--- src/design/txprb_pkg.sv ---
package txprb_pkg;

  // Operation codes carried in the low bits of s_tdata
  typedef enum logic [1:0] {
    OP_TICK  = 2'd0,
    OP_PING  = 2'd1,
    OP_VOLT  = 2'd2,
    OP_NOP   = 2'd3
  } op_t;

  // Configuration register indexes
  typedef enum logic [2:0] {
    REG_RSSI_THR   = 3'd0,
    REG_VOLT_THR   = 3'd1,
    REG_PING_TMO   = 3'd2,
    REG_PROBE_PER  = 3'd3,
    REG_FIRST_CHK  = 3'd4,
    REG_ANSWER_TMO = 3'd5
  } reg_idx_t;

  // Controller modes, one-hot
  typedef enum logic [3:0] {
    MODE_OFF       = 4'b0001,
    MODE_OFF_PROBE = 4'b0010,
    MODE_ON        = 4'b0100,
    MODE_ON_PROBE  = 4'b1000
  } mode_t;

  // Reported state codes
  localparam logic [1:0] CODE_OFF       = 2'd0;
  localparam logic [1:0] CODE_OFF_PROBE = 2'd1;
  localparam logic [1:0] CODE_ON        = 2'd2;
  localparam logic [1:0] CODE_ON_PROBE  = 2'd3;

  // Field widths
  localparam int unsigned RSSI_W   = 8;
  localparam int unsigned VOLT_W   = 16;
  localparam int unsigned CFG_W    = 16;
  localparam int unsigned S_DATA_W = 32;
  localparam int unsigned M_DATA_W = 8;
  localparam int unsigned RESULT_W = 4;

  // Reset values of the configuration registers
  localparam logic [RSSI_W-1:0] RST_RSSI_THR   = 8'd80;
  localparam logic [CFG_W-1:0]  RST_VOLT_THR   = 16'd1000;
  localparam logic [CFG_W-1:0]  RST_PING_TMO   = 16'd5000;
  localparam logic [CFG_W-1:0]  RST_PROBE_PER  = 16'd1000;
  localparam logic [CFG_W-1:0]  RST_FIRST_CHK  = 16'd200;
  localparam logic [CFG_W-1:0]  RST_ANSWER_TMO = 16'd500;

  function automatic logic [1:0] mode_code(mode_t m);
    logic [1:0] c;
    unique case (m)
      MODE_OFF:       c = CODE_OFF;
      MODE_OFF_PROBE: c = CODE_OFF_PROBE;
      MODE_ON:        c = CODE_ON;
      MODE_ON_PROBE:  c = CODE_ON_PROBE;
      default:        c = CODE_OFF;
    endcase
    return c;
  endfunction

endpackage

--- src/design/wireless_power_tx_probe_fsm_unit.sv ---
// Transmitter probe controller: one item (tick, ping or voltage response) per clock
// while s_tready is high. An accepted item's result goes into the result register,
// or into the skid register while the output stalls; this two-entry output keeps
// s_tready high while one result waits downstream.
// Reset (rst, synchronous, active high): mode off, ages zero, transmitter off,
// output empty, configuration registers back to their defaults.
module wireless_power_tx_probe_fsm_unit #(
  parameter int unsigned TIMER_WIDTH = 16
) (
  input  logic                              clk,
  input  logic                              rst,
  // s_tdata, lowest bit up: op[1:0], rssi[9:2], voltage_mv[25:10], zero fill
  input  logic                              s_tvalid,
  output logic                              s_tready,
  input  logic [txprb_pkg::S_DATA_W-1:0]    s_tdata,
  // m_tdata, lowest bit up: tx_enable[0], probe_request[1], fsm_state_out[3:2], zero fill
  output logic                              m_tvalid,
  input  logic                              m_tready,
  output logic [txprb_pkg::M_DATA_W-1:0]    m_tdata,
  // configuration write channel
  input  logic                              cfg_valid,
  output logic                              cfg_ready,
  input  logic [2:0]                        cfg_index,
  input  logic [txprb_pkg::CFG_W-1:0]       cfg_data
);
  import txprb_pkg::*;

  // Compare width: wide enough for an age and for a 16-bit register
  localparam int unsigned CMP_W = (TIMER_WIDTH > CFG_W) ? TIMER_WIDTH : CFG_W;
  typedef logic [TIMER_WIDTH-1:0] age_t;
  typedef logic [CMP_W-1:0]       cmp_t;
  localparam age_t AGE_MAX = '1;

  // ---------------------------------------------------------------
  // Configuration registers; writes land at once, always ready.
  // ---------------------------------------------------------------
  logic [RSSI_W-1:0] rssi_limit;
  logic [CFG_W-1:0]  volt_limit;
  logic [CFG_W-1:0]  ping_timeout_ms;
  logic [CFG_W-1:0]  on_probe_period_ms;
  logic [CFG_W-1:0]  first_check_ms;
  logic [CFG_W-1:0]  probe_answer_timeout_ms;

  assign cfg_ready = 1'b1;

  always_ff @(posedge clk) begin
    if (rst) begin
      rssi_limit              <= RST_RSSI_THR;
      volt_limit              <= RST_VOLT_THR;
      ping_timeout_ms         <= RST_PING_TMO;
      on_probe_period_ms      <= RST_PROBE_PER;
      first_check_ms          <= RST_FIRST_CHK;
      probe_answer_timeout_ms <= RST_ANSWER_TMO;
    end else if (cfg_valid && cfg_ready) begin
      // indexes beyond the list are dropped
      case (reg_idx_t'(cfg_index))
        REG_RSSI_THR:   rssi_limit              <= cfg_data[RSSI_W-1:0];
        REG_VOLT_THR:   volt_limit              <= cfg_data;
        REG_PING_TMO:   ping_timeout_ms         <= cfg_data;
        REG_PROBE_PER:  on_probe_period_ms      <= cfg_data;
        REG_FIRST_CHK:  first_check_ms          <= cfg_data;
        REG_ANSWER_TMO: probe_answer_timeout_ms <= cfg_data;
        default: ;
      endcase
    end
  end

  // ---------------------------------------------------------------
  // Input fields
  // ---------------------------------------------------------------
  op_t               in_op;
  logic [RSSI_W-1:0] in_rssi;
  logic [VOLT_W-1:0] in_volt;
  logic              accept;

  assign in_op   = op_t'(s_tdata[1:0]);
  assign in_rssi = s_tdata[9:2];
  assign in_volt = s_tdata[25:10];
  assign accept  = s_tvalid && s_tready;

  // ---------------------------------------------------------------
  // Controller state
  // ---------------------------------------------------------------
  mode_t mode, mode_next;
  age_t  ping_age, ping_age_next;
  age_t  on_probe_age, on_probe_age_next;
  age_t  probe_wait_age, probe_wait_age_next;
  logic  tx_level, tx_level_next;
  logic  probe_req;

  // Saturated load for the first on-state probe: period - first_check,
  // zero when first_check exceeds the period, clipped to the age range.
  logic [CFG_W-1:0] load_diff;
  cmp_t             load_wide;
  age_t             load_age;

  always_comb begin
    load_diff = (first_check_ms > on_probe_period_ms) ? '0
              : (on_probe_period_ms - first_check_ms);
    load_wide = cmp_t'(load_diff);
    load_age  = (load_wide > cmp_t'(AGE_MAX)) ? AGE_MAX : age_t'(load_wide);
  end

  // Single-pass update; tick checks run in order on the running values.
  always_comb begin
    mode_next           = mode;
    ping_age_next       = ping_age;
    on_probe_age_next   = on_probe_age;
    probe_wait_age_next = probe_wait_age;
    tx_level_next       = tx_level;
    probe_req           = 1'b0;

    unique case (in_op)
      OP_TICK: begin
        ping_age_next       = (ping_age == AGE_MAX) ? AGE_MAX : ping_age + 1'b1;
        on_probe_age_next   = (on_probe_age == AGE_MAX) ? AGE_MAX : on_probe_age + 1'b1;
        probe_wait_age_next = (probe_wait_age == AGE_MAX) ? AGE_MAX
                            : probe_wait_age + 1'b1;
        // lost receiver
        if (mode_next != MODE_OFF &&
            cmp_t'(ping_age_next) >= cmp_t'(ping_timeout_ms)) begin
          tx_level_next = 1'b0;
          mode_next     = MODE_OFF;
        end
        // periodic on-state probe
        if (mode_next == MODE_ON &&
            cmp_t'(on_probe_age_next) >= cmp_t'(on_probe_period_ms)) begin
          probe_req           = 1'b1;
          probe_wait_age_next = '0;
          on_probe_age_next   = '0;
          mode_next           = MODE_ON_PROBE;
        end
        // unanswered probe
        if ((mode_next == MODE_OFF_PROBE || mode_next == MODE_ON_PROBE) &&
            cmp_t'(probe_wait_age_next) >= cmp_t'(probe_answer_timeout_ms)) begin
          tx_level_next = 1'b0;
          mode_next     = MODE_OFF;
        end
      end
      OP_PING: begin
        if (in_rssi < rssi_limit) begin
          ping_age_next = '0;
          if (mode == MODE_OFF) begin
            probe_req           = 1'b1;
            probe_wait_age_next = '0;
            mode_next           = MODE_OFF_PROBE;
          end
        end
      end
      OP_VOLT: begin
        if (mode == MODE_OFF_PROBE) begin
          if (in_volt > volt_limit) begin
            tx_level_next = 1'b0;
            mode_next     = MODE_OFF;
          end else begin
            tx_level_next     = 1'b1;
            on_probe_age_next = load_age;
            mode_next         = MODE_ON;
          end
        end else if (mode == MODE_ON_PROBE) begin
          if (in_volt > volt_limit) begin
            tx_level_next = 1'b1;
            mode_next     = MODE_ON;
          end else begin
            tx_level_next = 1'b0;
            mode_next     = MODE_OFF;
          end
        end
      end
      OP_NOP: ;
      default: ;
    endcase
  end

  always_ff @(posedge clk) begin
    if (rst) begin
      mode           <= MODE_OFF;
      ping_age       <= '0;
      on_probe_age   <= '0;
      probe_wait_age <= '0;
      tx_level       <= 1'b0;
    end else if (accept) begin
      mode           <= mode_next;
      ping_age       <= ping_age_next;
      on_probe_age   <= on_probe_age_next;
      probe_wait_age <= probe_wait_age_next;
      tx_level       <= tx_level_next;
    end
  end

  // ---------------------------------------------------------------
  // Result register plus skid register
  // ---------------------------------------------------------------
  logic [RESULT_W-1:0] result_new;
  logic [RESULT_W-1:0] out_data;
  logic [RESULT_W-1:0] skid_data;
  logic                out_valid;
  logic                skid_valid;

  assign result_new = {mode_code(mode_next), probe_req, tx_level_next};
  assign s_tready   = !skid_valid;
  assign m_tvalid   = out_valid;
  assign m_tdata    = {{(M_DATA_W-RESULT_W){1'b0}}, out_data};

  always_ff @(posedge clk) begin
    if (rst) begin
      out_valid  <= 1'b0;
      skid_valid <= 1'b0;
    end else if (!out_valid || m_tready) begin
      // output slot frees up: drain skid first, else take the new item
      if (skid_valid) begin
        out_valid  <= 1'b1;
        skid_valid <= 1'b0;
      end else begin
        out_valid  <= accept;
      end
    end else if (accept) begin
      skid_valid <= 1'b1;
    end
  end

  always_ff @(posedge clk) begin
    if (!out_valid || m_tready) begin
      out_data <= skid_valid ? skid_data : result_new;
    end else if (accept) begin
      skid_data <= result_new;
    end
  end

endmodule

--- config.mk ---
export PLATFORM = sky130hd
export DESIGN_NAME = wireless_power_tx_probe_fsm_unit
export DESIGN_NICKNAME = d
export VERILOG_FILES = /design/src/design/txprb_pkg.sv /design/src/design/wireless_power_tx_probe_fsm_unit.sv
export SDC_FILE = /design/constraint.sdc
export NUM_CORES = 1
export LEC_CHECK = 0
export ABC_AREA = 1
export BUFFER_PORTS_ARGS = -buffer_cell sky130_fd_sc_hd__buf_2
export CORE_MARGIN = 1.5
export CORE_UTILIZATION = 40
export CTS_CLUSTER_SIZE = 10
export DETAILED_ROUTE_END_ITERATION = 8
export GPL_ROUTABILITY_DRIVEN = 0
export PLACE_DENSITY = 0.63
export SLEW_MARGIN = 5
export SYNTH_ARGS = -nofsm -noshare
export SYNTH_HDL_FRONTEND = slang
export SYNTH_SLANG_ARGS = --single-unit
--- constraint.sdc ---
create_clock -name clk -period 5.2 [get_ports clk]
set_input_delay 0.78 -clock clk [delete_from_list [all_inputs] [get_ports clk]]
set_output_delay 0.78 -clock clk [all_outputs]
set_load 0.005 [all_outputs]
* After elaboration in Yosys (flattened, before gate mapping)
Cells that the tools add are included.
** Operators by class
- Add/subtract/negate cells :: 4
- Multiply operators :: 0
- Bitwise gates (word level) :: 1
- Shift operators :: 0
- Reductions and logical operators :: 23
- Multiplexer cells :: 42
- Divide/modulo/power cells :: 0
- Equal/unequal tests :: 24
- Magnitude comparators :: 7
** Operators with widths (number)
- 2-to-1 mux 16 bit :: 13
- case mux 16 bit (2 select lines) :: 3
- adder 16 x 1 -> 16 bit (second input constant) :: 3
- == test 16 bit (second input constant) :: 3
- >= comparator 16 bit :: 3
- 2-to-1 mux 4 bit :: 10
- > comparator 16 bit :: 2
- > comparator 16 bit (second input constant) :: 1
- subtractor 16 bit :: 1
- AND reduction 2 bit :: 7
- == test 4 x 2 -> 1 bit (second input constant) :: 3
- == test 4 bit (second input constant) :: 3
- case mux 4 bit (3 select lines) :: 1
- 2-to-1 mux 1 bit :: 10
- == test 4 x 3 -> 1 bit (second input constant) :: 2
- less-than comparator 8 bit :: 1
- inequality test 2 bit (second input constant) :: 4
- AND reduction 4 bit :: 2
- == test 3 x 2 -> 1 bit (second input constant) :: 2
- == test 3 bit (second input constant) :: 2
- 2-to-1 mux 3 bit :: 2
- case mux 2 bit (3 select lines) :: 1
- == test 4 x 1 -> 1 bit (second input constant) :: 1
- logical AND 1 bit :: 4
- other kinds (13) :: 17
** Storage, ports and cells
- Bits in latches :: 0
- Memories :: 0
- Bits in read-only memories :: 0
- Flip-flop bits (word level) :: 151
- Word-level logic and storage cells :: 116
- Memory bits (writable) :: 0

* Depth between registers and ports, before layout
Gate-level depths: netlist (run 1).
- Depth after elaboration :: 18
- Mapped depth :: 39

* Worst setup path before layout (run 1)
OpenSTA, ideal clock, no wires.
- Path kind :: reg2reg
- From :: register ping_age[0]
- To :: register skid_data[2], data pin
- Path slack :: 0.713 ns
- Data arrival time :: 4.232 ns
- Library setup time :: 0.255 ns
- Data required time :: 4.945 ns
- Stages on the path, launching flop included :: 31
- Buffers on the path :: 1
- Cells stage by stage :: dfxtp_1 ha_1 nand3_1 nor3_2 inv_2 nor3_1 nand3_1 nor2_1 nand2_1 a21o_1 ha_1 nand2_2 o21ai_1 a21oi_4 nand4_4 nor2_8 buf_1 a21oi_1 ha_1 nand2_1 o21ai_0 nand2_1 o211ai_1 nand2_1 nand3_1 nand3_2 o21bai_1 nand3_2 nor2_1 nor2_1 and3_1
** On the way
- Cells in the longest elaborated chain, start to end :: 17
- Elaborated cells on any way between the ends :: 24
- Classes of those cells :: add/sub (1); order compare (2); eq/ne (7); mux (10); reduce/logical (4)
** RTL lines
- from (decl) :: line wireless_power_tx_probe_fsm_unit.sv:85 : age_t ping_age, ping_age_next;
- from (signal assigned) :: line wireless_power_tx_probe_fsm_unit.sv:184 : ping_age <= ping_age_next;
- adder 16 x 1 -> 16 bit / == test 16 bit (equally long branches) :: line wireless_power_tx_probe_fsm_unit.sv:115 : ping_age_next = (ping_age == AGE_MAX) ? AGE_MAX : ping_age + 1'b1;
- 2-to-1 mux 16 bit * :: line wireless_power_tx_probe_fsm_unit.sv:115
- >= comparator 16 bit * :: line wireless_power_tx_probe_fsm_unit.sv:121 : cmp_t'(ping_age_next) >= cmp_t'(ping_timeout_ms)) begin
- logical AND 1 bit * :: line wireless_power_tx_probe_fsm_unit.sv:120 : if (mode_next != MODE_OFF &&
- 2-to-1 mux 4 bit * :: line wireless_power_tx_probe_fsm_unit.sv:120
- 2-to-1 mux 4 bit * :: line wireless_power_tx_probe_fsm_unit.sv:113 : unique case (in_op)
- parallel branches: the longest is 7 deep, another holds >= comparator 16 bit
- 2-to-1 mux 4 bit * :: line wireless_power_tx_probe_fsm_unit.sv:134 : if ((mode_next == MODE_OFF_PROBE || mode_next == MODE_ON_PROBE) &&
- case mux 4 bit (3 select lines) * :: line wireless_power_tx_probe_fsm_unit.sv:113
- == test 4 bit (tied with other cells) :: line txprb_pkg.sv:53 : unique case (m)
- case mux 2 bit (3 select lines) * :: line txprb_pkg.sv:53
- via result_new[2] :: line wireless_power_tx_probe_fsm_unit.sv:194 : logic [RESULT_W-1:0] result_new;
- to (signal assigned) :: line wireless_power_tx_probe_fsm_unit.sv:226 : skid_data <= result_new;
- to (decl) :: line wireless_power_tx_probe_fsm_unit.sv:196 : logic [RESULT_W-1:0] skid_data;
Mark *: on every way through the listed nets, which the timed path passes. The select of a mux whose other input is x is not followed.
A chain may end at the register's enable or synchronous reset.

* Worst setup path after layout (run 1)
- From :: register ping_age[0]
- To :: register out_data[2], data pin
** On the way
- Cells in the longest elaborated chain, start to end :: 18
- Elaborated cells on any way between the ends :: 25
- Classes of those cells :: add/sub (1); order compare (2); eq/ne (7); mux (11); reduce/logical (4)
** RTL lines
- adder 16 x 1 -> 16 bit / == test 16 bit (equally long branches) :: line wireless_power_tx_probe_fsm_unit.sv:115
- 2-to-1 mux 16 bit * :: line wireless_power_tx_probe_fsm_unit.sv:115
- >= comparator 16 bit * :: line wireless_power_tx_probe_fsm_unit.sv:121
- logical AND 1 bit * :: line wireless_power_tx_probe_fsm_unit.sv:120
- 2-to-1 mux 4 bit * :: line wireless_power_tx_probe_fsm_unit.sv:120
- 2-to-1 mux 4 bit * :: line wireless_power_tx_probe_fsm_unit.sv:113
- parallel branches: the longest is 7 deep, another holds >= comparator 16 bit
- 2-to-1 mux 4 bit * :: line wireless_power_tx_probe_fsm_unit.sv:134
- case mux 4 bit (3 select lines) * :: line wireless_power_tx_probe_fsm_unit.sv:113
- == test 4 bit (tied with other cells) :: line txprb_pkg.sv:53
- case mux 2 bit (3 select lines) * :: line txprb_pkg.sv:53
- 2-to-1 mux 4 bit * :: line wireless_power_tx_probe_fsm_unit.sv:224 : out_data <= skid_valid ? skid_data : result_new;
- to (signal assigned) :: line wireless_power_tx_probe_fsm_unit.sv:224
- to (decl) :: line wireless_power_tx_probe_fsm_unit.sv:195 : logic [RESULT_W-1:0] out_data;
Mark *: on every way between the ends. The select of a mux whose other input is x is not followed.

==> flow_summary.toml, run 1 <==
[yosys]
synth.lib_cells_used.distinct = 58
yosys_warnings = 0
syn-cell-area_um2 = 9700
synth.avg_cell_area_um2 = 7.16
postSynthRegisterBits = 151
synth_enable_flop_cells = 8
async_reset_ff_frac = 0
seq_area_frac_synth = 0.320
syn_inst_count = 1355
postSynth.topFlopCell = "sky130_fd_sc_hd__dfxtp_1"

[detailed_routing]
drt-vias-per-instance = 5.06
drt_pre_antenna_iters = 5
post-route-drc-count = 0
drt_wl_total_um = 25000
via_count = 8755
routed_antenna_nets = 0
dr.first_iter.drc_count = 493
drt-wirelength-per-cell_um = 14.4

[min_path]
worstHoldPathCells = 2
min_path_type = "reg -> reg"
min_delay_worst_endpoint = "volt_limit[14]$_SDFFE_PP0P_"
holdCritStartpoint = "volt_limit[14]$_SDFFE_PP0P_"

[power_and_ir_drop]
static-leakage-power_nw = 4.83
total_power_mw = 2.93
power_density_nw_per_um2 = 266
ir_drop_v = 0.000201

[sta]
clock.fmax_ghz = 0.204
timing.final.max_slew_violations = 0
max_slew.worst_pin.slew_ns = 1.15
worst_slew_margin_rel = 0.227
report.final.setup_viol = 0
finalHoldViolCount = 0
final.period_utilization = 0.944
setup-tns-final_ns = 0
layout_min_cycle_time_ns = 4.91
worst_clock_skew_ns = 0.0100

[floorplanning]
floorplan.rows = 56
chipWidth_um = 159
floorplan.initialDensity = 0.411
io_pins = 67
die_area_um2 = 25200
coreArea_um2 = 23600
die-height_um = 159

[global_route]
grt-ovfl-total = 0
largest_net_degree_at_the_start_of_global_routing = 67
first_global_vias = 8254
antenna_found_initial = 0
grt_pass1_wl_um = 40300
grtUsageTotal = 0.198

[clock_tree]
cts_inserted_buffers = 17
clk_latency_ns = 0.44
maximum_clock_path_buffer_count = 2
tritoncts_num_sinks = 151
h-tree-depth = 4
clock_tree_from_tritoncts = "built"
postCtsHoldBufs = 0
cts_root_buffer = "sky130_fd_sc_hd__clkbuf_16"
cts.reportedPaths.clkPinSlew_ns = 0.07

[cells_and_area]
final_common_cell = "sky130_fd_sc_hd__nand2_1"
layout-drive-gt1-share = 0.151
commonest_cells_after_routing_fill_and_taps_aside = "sky130_fd_sc_hd__nand2_1, sky130_fd_sc_hd__inv_1, sky130_fd_sc_hd__a21oi_1"
area.growth.synth_to_final_pct = 13.3
n_antenna_cell = 0
design.final.nets = 1544
fillerInstances = 2401

[setup_path]
r2r-start = "ping_age[0]$_SDFFE_PP0P_"
timing.rr.end = "out_data[2]$_DFFE_PP_"
maximum_fanout_along_the_worst_path = 8
timing.setup.critical_path_class = "reg -> reg"
cp.arrival_ns = 5.09
end_kind = "register"
timing.reg2reg.worst_path_depth = 31
rrSetupSlack_ns = 0.29
timing.critical_path.mode_cell = "sky130_fd_sc_hd__nand3_1"
crit_path_max_incr_delay_ns = 0.36
critical_path.startpoint = "ping_age[0]$_SDFFE_PP0P_"
crit_required_ns = 5.39
worstSetupStartpointType = "register"
critical_path_s_slowest_cell = "sky130_fd_sc_hd__ha_1"

[outcome]
status = "completed"

[placement]
place_hpwl_um = 18200
io_buffer_count = 55

[flow_run]
max-cap-violations = 0
sequential cells by signal, summed over array words and instances (netlist names):
name and flops:
on_probe_period_ms 16, mode 4, volt_limit 16, on_probe_age 16, ping_timeout_ms 16, rssi_limit 8, out_data 4, first_check_ms 16
probe_answer_timeout_ms 16, tx_level 1, probe_wait_age 16, skid_data 4, skid_valid 1, m_tvalid 1, ping_age 16
Yosys cell counts, types with 11 or more instances:
cell type / count / area, µm²
sky130_fd_sc_hd__nand2_1: 227 / 852
sky130_fd_sc_hd__inv_1: 193 / 724
sky130_fd_sc_hd__a21oi_1: 160 / 801
sky130_fd_sc_hd__dfxtp_1: 143 / 2860
sky130_fd_sc_hd__o21ai_0: 98 / 490
sky130_fd_sc_hd__ha_1: 90 / 1130
sky130_fd_sc_hd__nor2_1: 82 / 308
sky130_fd_sc_hd__nand3_1: 81 / 405
sky130_fd_sc_hd__o211ai_1: 40 / 300
sky130_fd_sc_hd__clkbuf_1: 32 / 120
sky130_fd_sc_hd__inv_2: 25 / 93.8
sky130_fd_sc_hd__nor3_1: 15 / 75.1
sky130_fd_sc_hd__xor2_1: 13 / 114
sky130_fd_sc_hd__a211oi_1: 11 / 82.6
sky130_fd_sc_hd__o21ai_1: 11 / 55.1
per-layer routing:
layer	up-vias	GRT usage	wire length (µm)
met4	0	0.0558	484
met2	129	0.355	12300
li1	4592	-	-
met3	36	0.0345	747
met5	-	0	0
met1	3998	0.240	11400
worst max-delay path by stage:
| stage | slack (ns) | end | depth (start not counted) |
|---|---|---|---|
| finish | 0.29 | out_data[2]$_DFFE_PP_ | 31 |
| global route | -0.03 | out_data[2]$_DFFE_PP_ | 30 |
| CTS | 0.21 | out_data[2]$_DFFE_PP_ | 28 |
| detailed placement | 0.25 | out_data[2]$_DFFE_PP_ | 28 |
| global placement | 0.28 | out_data[2]$_DFFE_PP_ | 28 |
| floorplan | 0.71 | skid_data[2]$_DFFE_PP_ | 30 |
worst max-delay path: cells and delay by family (launching register included):
kind                     cells  cell delay, ns
buffers and inverters        2            0.19
AO/OA/AOI/OAI                5            0.72
flip-flops                   1            0.35
adder cells (fa/ha/maj)      3            0.79
AND/OR/NAND/NOR             21            2.59
through the flow:
step           setup slack [ns]  instances  hold slack [ns]  instance area, µm²   util
2_1_floorplan             0.713       1358            0.424                9710      -
3_3_place_gp              0.285       1689            0.447               10200  0.432
3_5_place_dp              0.245       1689            0.452               10200  0.432
4_1_cts                   0.205       1721            0.462               10800  0.457
5_1_grt                 -0.0286       1729            0.478               11000  0.466
6_report                  0.293       1729            0.456               11000  0.466
power by group:
group / switching (mW) / internal [mW] / total (mW)
sequential: 0.0280 / 1.21 / 1.24
clock: 0.551 / 0.673 / 1.22
combinational: 0.296 / 0.162 / 0.458
total: 0.875 / 2.05 / 2.93
what timing repair did:
action / CTS / global route
buffers inserted: 0 / 6
setup endpoints to repair: 0 / 8
gates resized for setup: 0 / 35
cells by family (layout without fill, tap and decap cells):
family          Yosys count  in the layout  share of synthesized area
compound gates          354            354                      0.208
xor+xnor                 19             19                     0.0172
fa+ha+maj                91             91                      0.118
buf+inv                 268            318                      0.107
flops                   151            151                      0.320
other cells               2              5                   0.000774
simple gates            470            472                      0.229
cell type report:
| cell class | count | area, µm² | share of cell area |
|---|---|---|---|
| inverters | 221 | 833 | 0.0758 |
| multi-input cells | 941 | 5740 | 0.522 |
| well taps | 319 | 399 | 0.0363 |
| clock inverters | 14 | 141 | 0.0129 |
| flip-flops and latches | 151 | 3110 | 0.283 |
| repair buffers | 65 | 350 | 0.0319 |
| clock buffers | 18 | 429 | 0.0390 |
No activity file was read; power rests on OpenSTA's default activity.
==> run 2, diff against run 1 <==
MAX_ROUTING_LAYER = met4   (was default)
==> run 2 against run 1 <==
- register-to-register slack barely moved
- clock power about the same
- non-clock buffer count is the same
- sequential share of layout area unchanged
- clock-buffer cell count did not move
- die area is the same
- total power about the same
- sequential cell count unchanged
- design area unchanged
- largest power group unchanged
- highest routed layer unchanged
==> flow_summary.toml, run 2 (same netlist as run 1, synthesis figures left out) <==
[detailed_routing]
drt-wirelength-per-cell_um = 14.4
post-route-drc-count = 0
dr.first_iter.drc_count = 549
routed_antenna_nets = 0
drt_wl_total_um = 24900
drt-vias-per-instance = 5.09
via_count = 8799
drt_pre_antenna_iters = 5

[clock_tree]
h-tree-depth = 4
tritoncts_num_sinks = 151
maximum_clock_path_buffer_count = 2
cts_root_buffer = "sky130_fd_sc_hd__clkbuf_16"
postCtsHoldBufs = 0
clk_latency_ns = 0.43
clock_tree_from_tritoncts = "built"
cts_inserted_buffers = 17
cts.reportedPaths.clkPinSlew_ns = 0.07

[power_and_ir_drop]
static-leakage-power_nw = 4.83
total_power_mw = 2.93
power_density_nw_per_um2 = 266
ir_drop_v = 0.000201

[placement]
io_buffer_count = 55
place_hpwl_um = 18200

[min_path]
min_path_type = "reg -> reg"

[floorplanning]
io_pins = 67
die_area_um2 = 25200
coreArea_um2 = 23600
chipWidth_um = 159
floorplan.rows = 56
die-height_um = 159
floorplan.initialDensity = 0.411

[setup_path]
timing.setup.critical_path_class = "reg -> reg"
crit_path_max_incr_delay_ns = 0.36
cp.arrival_ns = 5.10
crit_required_ns = 5.39
maximum_fanout_along_the_worst_path = 8
end_kind = "register"
worstSetupStartpointType = "register"
timing.critical_path.mode_cell = "sky130_fd_sc_hd__nand3_1"
critical_path_s_slowest_cell = "sky130_fd_sc_hd__ha_1"

[sta]
clock.fmax_ghz = 0.204
final.period_utilization = 0.945
hold_slack_ns = 0.456
report.final.setup_viol = 0
worst_slew_margin_rel = 0.252
max_slew.worst_pin.slew_ns = 1.12
timing.final.max_slew_violations = 0
worst_clock_skew_ns = 0.00931
finalHoldViolCount = 0
layout_min_cycle_time_ns = 4.91

[cells_and_area]
final_core_utilization = 0.466
n_antenna_cell = 0
layout-drive-gt1-share = 0.151
fillerInstances = 2401
design.final.nets = 1544
area.growth.synth_to_final_pct = 13.3
commonest_cells_after_routing_fill_and_taps_aside = "sky130_fd_sc_hd__nand2_1, sky130_fd_sc_hd__inv_1, sky130_fd_sc_hd__a21oi_1"
final_common_cell = "sky130_fd_sc_hd__nand2_1"

[outcome]
status = "completed"

[global_route]
grtUsageTotal = 0.203
first_global_vias = 8246
grt-ovfl-total = 0
largest_net_degree_at_the_start_of_global_routing = 67
grt_pass1_wl_um = 40300
antenna_found_initial = 0

[flow_run]
max-cap-violations = 0
==> run 2: cell counts in the layout (fill, tap and decap cells not counted) <==
Identical to the previous run, type by type.
==> run 2: power by group <==
part           internal, mW  leakage [nW]  switching (mW)
clock                 0.673         0.285           0.551
sequential             1.21          1.25          0.0280
combinational         0.162          3.30           0.296
==> run 2: worst paths after layout <==
path              cells after the start  slack, ns                           to                         from
hold reg to reg                       2       0.46  volt_limit[14]$_SDFFE_PP0P_  volt_limit[14]$_SDFFE_PP0P_
setup / recovery                     31       0.29        out_data[2]$_DFFE_PP_     ping_age[0]$_SDFFE_PP0P_
hold / removal                        2       0.46  volt_limit[14]$_SDFFE_PP0P_  volt_limit[14]$_SDFFE_PP0P_
setup reg to reg                     31       0.29        out_data[2]$_DFFE_PP_     ping_age[0]$_SDFFE_PP0P_
==> run 2: area by class of cell <==
| class | count | area (µm²) | area share |
|---|---|---|---|
| flip-flops and latches | 151 | 3110 | 0.283 |
| clock inverters | 14 | 141 | 0.0129 |
| well taps | 319 | 399 | 0.0363 |
| repair buffers | 65 | 350 | 0.0319 |
| inverters | 221 | 833 | 0.0758 |
| multi-input cells | 941 | 5740 | 0.522 |
| clock buffers | 18 | 429 | 0.0390 |
==> run 2: what timing repair did <==
action                     in CTS  in global routing
setup buffers                   0                  6
setup endpoints to repair       0                  8
gates resized for setup         0                 35
==> run 2: stage by stage <==
stage	setup WS, ns	setup TNS (ns)	std cells	cell area, µm²
global route	-0.0286	-0.0355	1729	11000
floorplan	0.713	0	1358	9710
finish	0.288	0	1729	11000
detailed placement	0.245	0	1689	10200
CTS	0.205	0	1721	10800
global placement	0.285	0	1689	10200
==> run 2: worst max-delay path: cells and delay by family, from the launching register on <==
kind / cells / cell delay [ns]
DFF: 1 / 0.35
buffers and inverters: 2 / 0.19
AOI/OAI and AO/OA: 5 / 0.72
adders and majority gates: 3 / 0.79
and+or+nand+nor: 21 / 2.58
==> run 2: layer usage <==
metal  vias up  part of all wire  global-route usage
li1       4597                 -                   -
met1      4002              0.45               0.241
met2       157              0.49               0.357
met3        43             0.033              0.0327
met4         0             0.020              0.0532
met5         -                 0                   -
